`src/rtl/rlfs_pkg.sv`:
```
// Shared types and constants for the radio link failsafe steering block.
// Holds the register file layout, pipe and servo command codes, and result format.
// No dependencies.
`timescale 1ns / 1ps

package rlfs_pkg;

   localparam int unsigned CSR_INDEX_WIDTH = 3;
   localparam int unsigned CSR_DATA_WIDTH  = 16;
   localparam int unsigned REQ_DATA_WIDTH  = 16;
   localparam int unsigned REQ_USER_WIDTH  = 5;
   localparam int unsigned RSP_DATA_WIDTH  = 80;

   typedef enum logic [CSR_INDEX_WIDTH-1:0] {
      REG_DEADBAND_LOW    = 3'd0,
      REG_DEADBAND_HIGH   = 3'd1,
      REG_RIGHT_THRESHOLD = 3'd2,
      REG_LEFT_THRESHOLD  = 3'd3,
      REG_FAILSAFE_MISSES = 3'd4,
      REG_RELINK_MISSES   = 3'd5,
      REG_FAILSAFE_VALUE  = 3'd6
   } reg_index_type;

   typedef enum logic [2:0] {
      PIPE_DRIVE      = 3'd0,
      PIPE_VERTICAL   = 3'd1,
      PIPE_HORIZONTAL = 3'd2,
      PIPE_AUX        = 3'd3
   } pipe_type;

   typedef enum logic [1:0] {
      SERVO_NO_CHANGE = 2'd0,
      SERVO_ENABLE    = 2'd1,
      SERVO_DISABLE   = 2'd2
   } servo_cmd_type;

   localparam logic [11:0] PULSE_RIGHT  = 12'd2300;
   localparam logic [11:0] PULSE_LEFT   = 12'd550;
   localparam logic [11:0] PULSE_CENTRE = 12'd1450;
   localparam logic [7:0]  MISS_MAX     = 8'hFF;

   typedef struct packed {
      logic [15:0] deadband_low;
      logic [15:0] deadband_high;
      logic [15:0] right_threshold;
      logic [15:0] left_threshold;
      logic [7:0]  failsafe_misses;
      logic [7:0]  relink_misses;
      logic [15:0] failsafe_value;
   } cfg_type;

   typedef struct packed {
      logic       packet_present;
      logic [2:0] pipe;
      logic       read_ok;
      logic [7:0] first_byte;
      logic [7:0] second_byte;
   } poll_type;

   // Packed from the top bit down so that the first field lands in the highest bits and the last in the lowest.
   typedef struct packed {
      logic [7:0]    miss_total;
      logic [7:0]    reset_total;
      logic          link_reset;
      logic [11:0]   servo_pulse;
      logic          pulse_update;
      servo_cmd_type servo_enable_cmd;
      logic [15:0]   drive_word;
      logic [15:0]   horizontal_value;
      logic [15:0]   vertical_value;
   } result_type;

endpackage

```
`src/rtl/rlfs_csr.sv`:
```
// Configuration register file for the failsafe steering block.
// Depends on rlfs_pkg for the register layout and index codes.
`timescale 1ns / 1ps

module rlfs_csr (
   input  logic                                 clock,
   input  logic                                 reset,
   input  logic                                 csr_valid,
   output logic                                 csr_ready,
   input  logic [rlfs_pkg::CSR_INDEX_WIDTH-1:0] csr_index,
   input  logic [rlfs_pkg::CSR_DATA_WIDTH-1:0]  csr_data,
   output rlfs_pkg::cfg_type                    cfg
);
   import rlfs_pkg::*;

   cfg_type cfg_ff;
   cfg_type cfg_in;

   assign csr_ready = 1'b1;
   assign cfg       = cfg_ff;

   always_comb begin
      cfg_in = cfg_ff;
      if (csr_valid) begin
         unique case (csr_index)
            REG_DEADBAND_LOW:    cfg_in.deadband_low    = csr_data;
            REG_DEADBAND_HIGH:   cfg_in.deadband_high   = csr_data;
            REG_RIGHT_THRESHOLD: cfg_in.right_threshold = csr_data;
            REG_LEFT_THRESHOLD:  cfg_in.left_threshold  = csr_data;
            REG_FAILSAFE_MISSES: cfg_in.failsafe_misses = csr_data[7:0];
            REG_RELINK_MISSES:   cfg_in.relink_misses   = csr_data[7:0];
            REG_FAILSAFE_VALUE:  cfg_in.failsafe_value  = csr_data;
            default:             cfg_in = cfg_ff;
         endcase
      end
   end

   always_ff @(posedge clock) begin
      if (reset) begin
         cfg_ff.deadband_low    <= 16'd495;
         cfg_ff.deadband_high   <= 16'd515;
         cfg_ff.right_threshold <= 16'd525;
         cfg_ff.left_threshold  <= 16'd485;
         cfg_ff.failsafe_misses <= 8'd10;
         cfg_ff.relink_misses   <= 8'd20;
         cfg_ff.failsafe_value  <= 16'd505;
      end else begin
         cfg_ff <= cfg_in;
      end
   end

endmodule

```
`src/rtl/rlfs_core.sv`:
```
// Link state and steering decision for one radio poll.
// Holds axis bytes, drive word, miss and reset counters and the last servo position.
// Depends on rlfs_pkg.
`timescale 1ns / 1ps

module rlfs_core (
   input  logic                 clock,
   input  logic                 reset,
   input  logic                 advance,
   input  rlfs_pkg::poll_type   poll,
   input  rlfs_pkg::cfg_type    cfg,
   output rlfs_pkg::result_type result
);
   import rlfs_pkg::*;

   logic [7:0]  vert_hi_ff, vert_lo_ff, hori_hi_ff, hori_lo_ff;
   logic [7:0]  vert_hi_in, vert_lo_in, hori_hi_in, hori_lo_in;
   logic [15:0] drive_ff, drive_in;
   logic [7:0]  miss_ff, miss_in;
   logic [7:0]  reset_cnt_ff, reset_cnt_in;
   logic [15:0] last_pos_ff, last_pos_in;

   logic [7:0]  miss_step;
   logic        link;
   logic        failsafe;
   logic [15:0] hori;
   logic        idle;

   always_comb begin
      vert_hi_in = vert_hi_ff;
      vert_lo_in = vert_lo_ff;
      hori_hi_in = hori_hi_ff;
      hori_lo_in = hori_lo_ff;
      drive_in   = drive_ff;
      miss_step  = miss_ff;

      if (poll.packet_present) begin
         unique case (poll.pipe)
            PIPE_DRIVE: begin
               drive_in  = {poll.second_byte, poll.first_byte};
               miss_step = 8'd0;
            end
            PIPE_VERTICAL: begin
               vert_hi_in = poll.read_ok ? poll.first_byte  : 8'd0;
               vert_lo_in = poll.read_ok ? poll.second_byte : 8'd0;
               miss_step  = 8'd0;
            end
            PIPE_HORIZONTAL: begin
               hori_hi_in = poll.read_ok ? poll.first_byte  : 8'd0;
               hori_lo_in = poll.read_ok ? poll.second_byte : 8'd0;
               miss_step  = 8'd0;
            end
            PIPE_AUX: miss_step = 8'd0;
            default:  miss_step = miss_ff;
         endcase
      end else if (miss_ff != MISS_MAX) begin
         miss_step = miss_ff + 8'd1;
      end

      link         = miss_step > cfg.relink_misses;
      miss_in      = link ? 8'd0 : miss_step;
      reset_cnt_in = reset_cnt_ff + {7'd0, link};
      failsafe     = miss_in > cfg.failsafe_misses;

      if (failsafe) begin
         vert_hi_in = cfg.failsafe_value[15:8];
         vert_lo_in = cfg.failsafe_value[7:0];
         hori_hi_in = cfg.failsafe_value[15:8];
         hori_lo_in = cfg.failsafe_value[7:0];
      end

      hori = {hori_hi_in, hori_lo_in};
      idle = (hori >= cfg.deadband_low) && (hori <= cfg.deadband_high);

      result.vertical_value   = {vert_hi_in, vert_lo_in};
      result.horizontal_value = hori;
      result.drive_word       = drive_in;
      result.servo_enable_cmd = SERVO_NO_CHANGE;
      result.pulse_update     = 1'b0;
      result.servo_pulse      = 12'd0;
      result.link_reset       = link;
      result.reset_total      = reset_cnt_in;
      result.miss_total       = miss_in;
      last_pos_in             = last_pos_ff;

      if (!idle) begin
         result.servo_enable_cmd = SERVO_ENABLE;
         if (hori > cfg.right_threshold) begin
            result.pulse_update = 1'b1;
            result.servo_pulse  = PULSE_RIGHT;
         end else if (hori < cfg.left_threshold) begin
            result.pulse_update = 1'b1;
            result.servo_pulse  = PULSE_LEFT;
         end
         last_pos_in = hori;
      end else if (last_pos_ff != {4'd0, PULSE_CENTRE}) begin
         result.servo_enable_cmd = SERVO_DISABLE;
         result.pulse_update     = 1'b1;
         result.servo_pulse      = PULSE_CENTRE;
         last_pos_in             = {4'd0, PULSE_CENTRE};
      end
   end

   always_ff @(posedge clock) begin
      if (reset) begin
         vert_hi_ff   <= 8'd0;
         vert_lo_ff   <= 8'd0;
         hori_hi_ff   <= 8'd0;
         hori_lo_ff   <= 8'd0;
         drive_ff     <= 16'd0;
         miss_ff      <= 8'd0;
         reset_cnt_ff <= 8'd0;
         last_pos_ff  <= 16'd0;
      end else if (advance) begin
         vert_hi_ff   <= vert_hi_in;
         vert_lo_ff   <= vert_lo_in;
         hori_hi_ff   <= hori_hi_in;
         hori_lo_ff   <= hori_lo_in;
         drive_ff     <= drive_in;
         miss_ff      <= miss_in;
         reset_cnt_ff <= reset_cnt_in;
         last_pos_ff  <= last_pos_in;
      end
   end

endmodule

```
`src/rtl/rc_link_failsafe_steering_unit.sv`:
```
// Top level of the radio link failsafe steering block.
// Instantiates rlfs_csr and rlfs_core; depends on rlfs_pkg.
//
//   Channel  Direction  Ports                              Moves
//   req      in         req_tvalid req_tready req_tdata    one radio poll
//                       req_tuser
//   rsp      out        rsp_tvalid rsp_tready rsp_tdata    one result per poll
//   csr      in         csr_valid csr_ready csr_index      one register write
//                       csr_data
//
// A poll is captured in an input register and evaluated into the result register when
// that register is free, and the result is offered on rsp from there; one poll per cycle
// is sustained while rsp_tready is high, as rlfs_core updates its state for each poll.
// Reset is synchronous and returns the register file to its defaults and all link state to zero.
// A stalled rsp side holds the result register and the input register keeps one more poll
// before req_tready falls. The csr port is always ready.
`timescale 1ns / 1ps

module rc_link_failsafe_steering_unit (
   input  logic                                 clock,
   input  logic                                 reset,
   input  logic                                 req_tvalid,
   output logic                                 req_tready,
   // first_byte [7:0], second_byte [15:8]
   input  logic [rlfs_pkg::REQ_DATA_WIDTH-1:0]  req_tdata,
   // packet_present [0], pipe [3:1], read_ok [4]
   input  logic [rlfs_pkg::REQ_USER_WIDTH-1:0]  req_tuser,
   output logic                                 rsp_tvalid,
   input  logic                                 rsp_tready,
   // vertical_value [15:0], horizontal_value [31:16], drive_word [47:32],
   // servo_enable_cmd [49:48], pulse_update [50], servo_pulse [62:51],
   // link_reset [63], reset_total [71:64], miss_total [79:72]
   output logic [rlfs_pkg::RSP_DATA_WIDTH-1:0]  rsp_tdata,
   input  logic                                 csr_valid,
   output logic                                 csr_ready,
   input  logic [rlfs_pkg::CSR_INDEX_WIDTH-1:0] csr_index,
   input  logic [rlfs_pkg::CSR_DATA_WIDTH-1:0]  csr_data
);
   import rlfs_pkg::*;

   cfg_type    cfg;
   poll_type   poll_ff;
   logic       poll_valid_ff;
   result_type result;
   result_type result_ff;
   logic       rsp_valid_ff;
   logic       advance;

   assign advance    = poll_valid_ff && (!rsp_valid_ff || rsp_tready);
   assign req_tready = !poll_valid_ff || advance;
   assign rsp_tvalid = rsp_valid_ff;
   assign rsp_tdata  = result_ff;

   rlfs_csr u_csr (
      .clock     (clock),
      .reset     (reset),
      .csr_valid (csr_valid),
      .csr_ready (csr_ready),
      .csr_index (csr_index),
      .csr_data  (csr_data),
      .cfg       (cfg)
   );

   rlfs_core u_core (
      .clock   (clock),
      .reset   (reset),
      .advance (advance),
      .poll    (poll_ff),
      .cfg     (cfg),
      .result  (result)
   );

   always_ff @(posedge clock) begin
      if (reset) begin
         poll_valid_ff <= 1'b0;
         rsp_valid_ff  <= 1'b0;
      end else begin
         if (req_tready) begin
            poll_valid_ff <= req_tvalid;
         end
         if (advance) begin
            rsp_valid_ff <= 1'b1;
         end else if (rsp_tready) begin
            rsp_valid_ff <= 1'b0;
         end
      end
   end

   always_ff @(posedge clock) begin
      if (req_tready && req_tvalid) begin
         poll_ff.packet_present <= req_tuser[0];
         poll_ff.pipe           <= req_tuser[3:1];
         poll_ff.read_ok        <= req_tuser[4];
         poll_ff.first_byte     <= req_tdata[7:0];
         poll_ff.second_byte    <= req_tdata[15:8];
      end
      if (advance) begin
         result_ff <= result;
      end
   end

endmodule
```
`config.mk`:
```
export PLATFORM = sky130hd
export DESIGN_NAME = rc_link_failsafe_steering_unit
export DESIGN_NICKNAME = d
export VERILOG_FILES = /design/src/rtl/rlfs_pkg.sv /design/src/rtl/rlfs_csr.sv /design/src/rtl/rlfs_core.sv /design/src/rtl/rc_link_failsafe_steering_unit.sv
export SDC_FILE = /design/constraint.sdc
export NUM_CORES = 1
export LEC_CHECK = 0
export ABC_AREA = 1
export BUFFER_PORTS_ARGS = -buffer_cell sky130_fd_sc_hd__buf_4
export CORE_MARGIN = 3
export CORE_UTILIZATION = 53
export CTS_CLUSTER_DIAMETER = 100
export DETAILED_ROUTE_END_ITERATION = 7
export GPL_ROUTABILITY_DRIVEN = 0
export PLACE_DENSITY = 0.85
export SLEW_MARGIN = 10
export SYNTH_ARGS = -nofsm -noshare
export SYNTH_HDL_FRONTEND = slang
export SYNTH_SLANG_ARGS = --single-unit
```
`constraint.sdc`:
```
create_clock -name clock -period 5.1 [get_ports clock]
set_clock_uncertainty 0.2 [all_clocks]
set_input_delay 0.765 -clock clock [delete_from_list [all_inputs] [get_ports clock]]
set_output_delay 0.765 -clock clock [all_outputs]
set_load 0.03 [all_outputs]
```
==> run metrics <==
Die Y-Extent 160 um; sw frac 32.5%; Hold Fails Final Rpt 0; Clk pwr share 30.8%; count leader, synth inv_1; RSZ-0062 raised after global routing true; worst skew pair latency 0.55 ns; residual DRC count 0; Avg WL per Cell 18.8 um; CTS tree yes; type of destination of the critical path register; met1 Usage GRT 33.0%; max-slew violation count 0; IO buf count 125; final net count 1814; Ys Warns 0; Largest stage delay, worst path 0.38 ns; DR vias/cell 5.71; Post-synth top flop dfxtp_1; Worst-Margin Slew 1.12 ns; initial antenna violation count 0; Post-synth EDFFs 94; Critical Path Slowest Stage Cell dfxtp_2; chip width 160 um; # Max-Cap Violations 0; internal reg-to-reg setup slack -1.18 ns; multi-input logic area 5650 um^2; relative slew slack 25.1%; Crit path arrival time 6.55 ns; fmax 0.159 GHz; reg-to-reg critical path startpoint u_core.miss_ff[1]; ys async rst share 0%; clock root cell clkbuf_16; Cell Rows 55; sequential-to-total area share from yosys stat 51.0%; FILL cells 1501; largest net degree at the start of global routing 112; Hold WS 0.191 ns; failing checks negative setup slack; core box area 22900 um^2; FF-to-FF End u_core.last_pos_ff[7]; area delta synth->final 30.3%; Worst Setup Path Type register to register; Crit path top cell by count buf_4; starting density of the core 54.6%; total number of vias 11600; Peak VDD IR 0.000314 V; Setup crit start kind register; CP required 5.37 ns; total die area 25500 um^2; GRT met3 Usage 3.63%; P_sw 2.16 mW; Tcrit/Tclk final 123%; register area 6390 um^2; Int Power 4.49 mW; Tot Pwr 6.65 mW; Post-Syn Area 12500 um^2; Hold Path Origin req_tdata[2]; Max clock buf depth 3; P per Cell Area 407 nW/um^2; Synth Area per Inst 8.49 um^2; Reg clk slew, reported paths 0.06 ns; I/O pin cnt 128; Synth area leaders dfxtp_1 (28%), edfxtp_1 (23%), ha_1 (7.9%), inv_1 (7.1%), a21oi_1 (6.8%); global-route usage over all layers 27.0%; outcome finished with violations; dpl hpwl 22000 um; post-route antenna net violation count 0; # H-tree levels 1; minimum clock period 6.28 ns; Synth Register Bits 272; syn_nets 1599; commonest cells in the netlist inv_1 (236), nand2_1 (208), dfxtp_1 (178), a21oi_1 (170), o21ai_0 (151); Synth top area share 28.5%; Routed WL 38100 um; CP Max Fanout 7; path depth of the worst reg2reg path 39; Top Usage Layer GRT met2; placed insts 1925; hold depth 1; global-route wire length before repair 57000 um; Syn Inst Count 1475; TritonCTS Buffers 28; Post-Place Worst Slack -0.839 ns; number of global-route vias before repair 11300; number of DRC markers in iteration 0 1137; Finished Core Util 71.2%; GRT overflow 0; Yosys cell types 39; Worst Hold Path EP poll_ff[10]; # hold bufs at CTS 0; TritonRoute pass-1 iters 6; P_leak 7.26 nW; # clock sinks 272; final setup vio count 24; combinational share of power 31.4%; Ant. Diodes 0; Final WS setup -1.18 ns; share of cells above drive strength 1 27.2%; Seq pwr share 37.8%; GR Util met2 47.2%; hold crit path type primary input to register; post-synth top area cell dfxtp_1; Layout Cells excl Fill 2025
-- registers in the layout, summed over array words and instances (netlist names) --
register / flops
poll_ff: 21
poll_valid_ff: 1
rsp_tdata: 73
rsp_tvalid: 1
u_core.drive_ff: 16
u_core.hori_hi_ff: 8
u_core.hori_lo_ff: 8
u_core.last_pos_ff: 16
u_core.miss_ff: 8
u_core.reset_cnt_ff: 8
u_core.vert_hi_ff: 8
u_core.vert_lo_ff: 8
u_csr.cfg: 96
-- metrics by stage --
stage,TNS (ns),cell area (um^2)
detailed placement,-19.09,14200
floorplan,-1.81,12600
global route,-32.28,16300
finish,-26.32,16300
CTS,-12.44,15900
global placement,-13.08,14200
-- worst max-delay path by stage --
stage                                 start                    end
after global placement    u_core.miss_ff[0]          rsp_tdata[56]
after global routing      u_core.miss_ff[0]  u_core.last_pos_ff[7]
after CTS                 u_core.miss_ff[1]          rsp_tdata[56]
final                     u_core.miss_ff[1]  u_core.last_pos_ff[7]
after detailed placement  u_core.miss_ff[0]          rsp_tdata[56]
after floorplan           u_core.miss_ff[0]          rsp_tdata[56]
-- worst max-delay path, delay by kind of cell, from the launching register on --
family                     cells  cell delay (ns)
and+or+nand+nor               14             1.83
buffers and inverters         13             1.44
AOI/OAI and AO/OA              9             1.49
adders and majority gates      3             0.87
DFF                            1             0.38
-- power groups by stage --
stage | Sequential, mW | Clock [mW] | Combinational (mW)
2_1_floorplan | 2.65 | 0 | 0.853
6_report | 2.51 | 2.05 | 2.09
3_3_place_gp | 2.55 | 0 | 1.46
5_1_grt | 2.52 | 2.15 | 2.25
3_5_place_dp | 2.55 | 0 | 1.51
4_1_cts | 2.51 | 2.04 | 1.86
-- layer usage --
metal  share of wire (%)  up-vias
met3                 7.7      195
met2                  50      658
li1                    -     5296
met1                  37     5422
met4                 5.8        0
met5                   0        -
-- cell usage in the layout (no fill, tap or decap), types with 3 or more instances in the layout --
cell type	Yosys	routed
inv_2	6	24
nor2_4	1	5
o211ai_1	36	36
nor3_1	7	3
ha_4	0	19
a21oi_2	4	19
edfxtp_1	94	94
nand2_2	6	34
clkbuf_8	0	6
nand3_2	2	3
clkbuf_1	49	7
nand2_1	208	168
inv_1	236	212
clkbuf_16	0	29
buf_4	9	245
a211oi_1	16	12
nor3_2	1	3
buf_6	2	10
nand4_1	9	9
nand3_1	29	26
o21ai_2	3	8
xor2_1	7	7
o21ai_0	151	131
inv_4	0	6
o21ai_4	0	5
a21oi_1	170	154
nand2_8	0	3
nor4_1	5	4
dfxtp_1	178	176
clkinv_2	0	6
nor2_1	132	124
nor2_2	0	4
ha_1	79	60
nand2_4	2	12
a211oi_2	0	4
o21ai_1	6	16
-- logic make-up (layout without fill, tap and decap cells) --
kind of cell / after synthesis / in the layout / synth area share (%)
AOI/OAI and AO/OA: 395 / 395 / 17.3
xor gates and xnor gates: 7 / 7 / 0.490
other: 2 / 2 / 0.0600
and+or+nand+nor: 403 / 404 / 13.3
DFF: 272 / 272 / 51.0
adders and majority gates: 79 / 79 / 7.89
buffers and inverters: 317 / 553 / 9.92
-- final cells by class --
| cell class | count | area share [%] |
|---|---|---|
| multi-input cells | 887 | 34.6 |
| clock inverters | 10 | 0.552 |
| clock buffers | 42 | 5.11 |
| inverters | 243 | 5.75 |
| flip-flops and latches | 272 | 39.2 |
| repair buffers | 258 | 12.4 |
| well taps | 313 | 2.40 |
-- timing repair --
action                     CTS  global route
pin swaps                   37            25
setup buffers               28            18
gates resized for setup    118            67
setup endpoints to repair   24            26
cloned                       3             0
(Power assumes the default switching activity.)
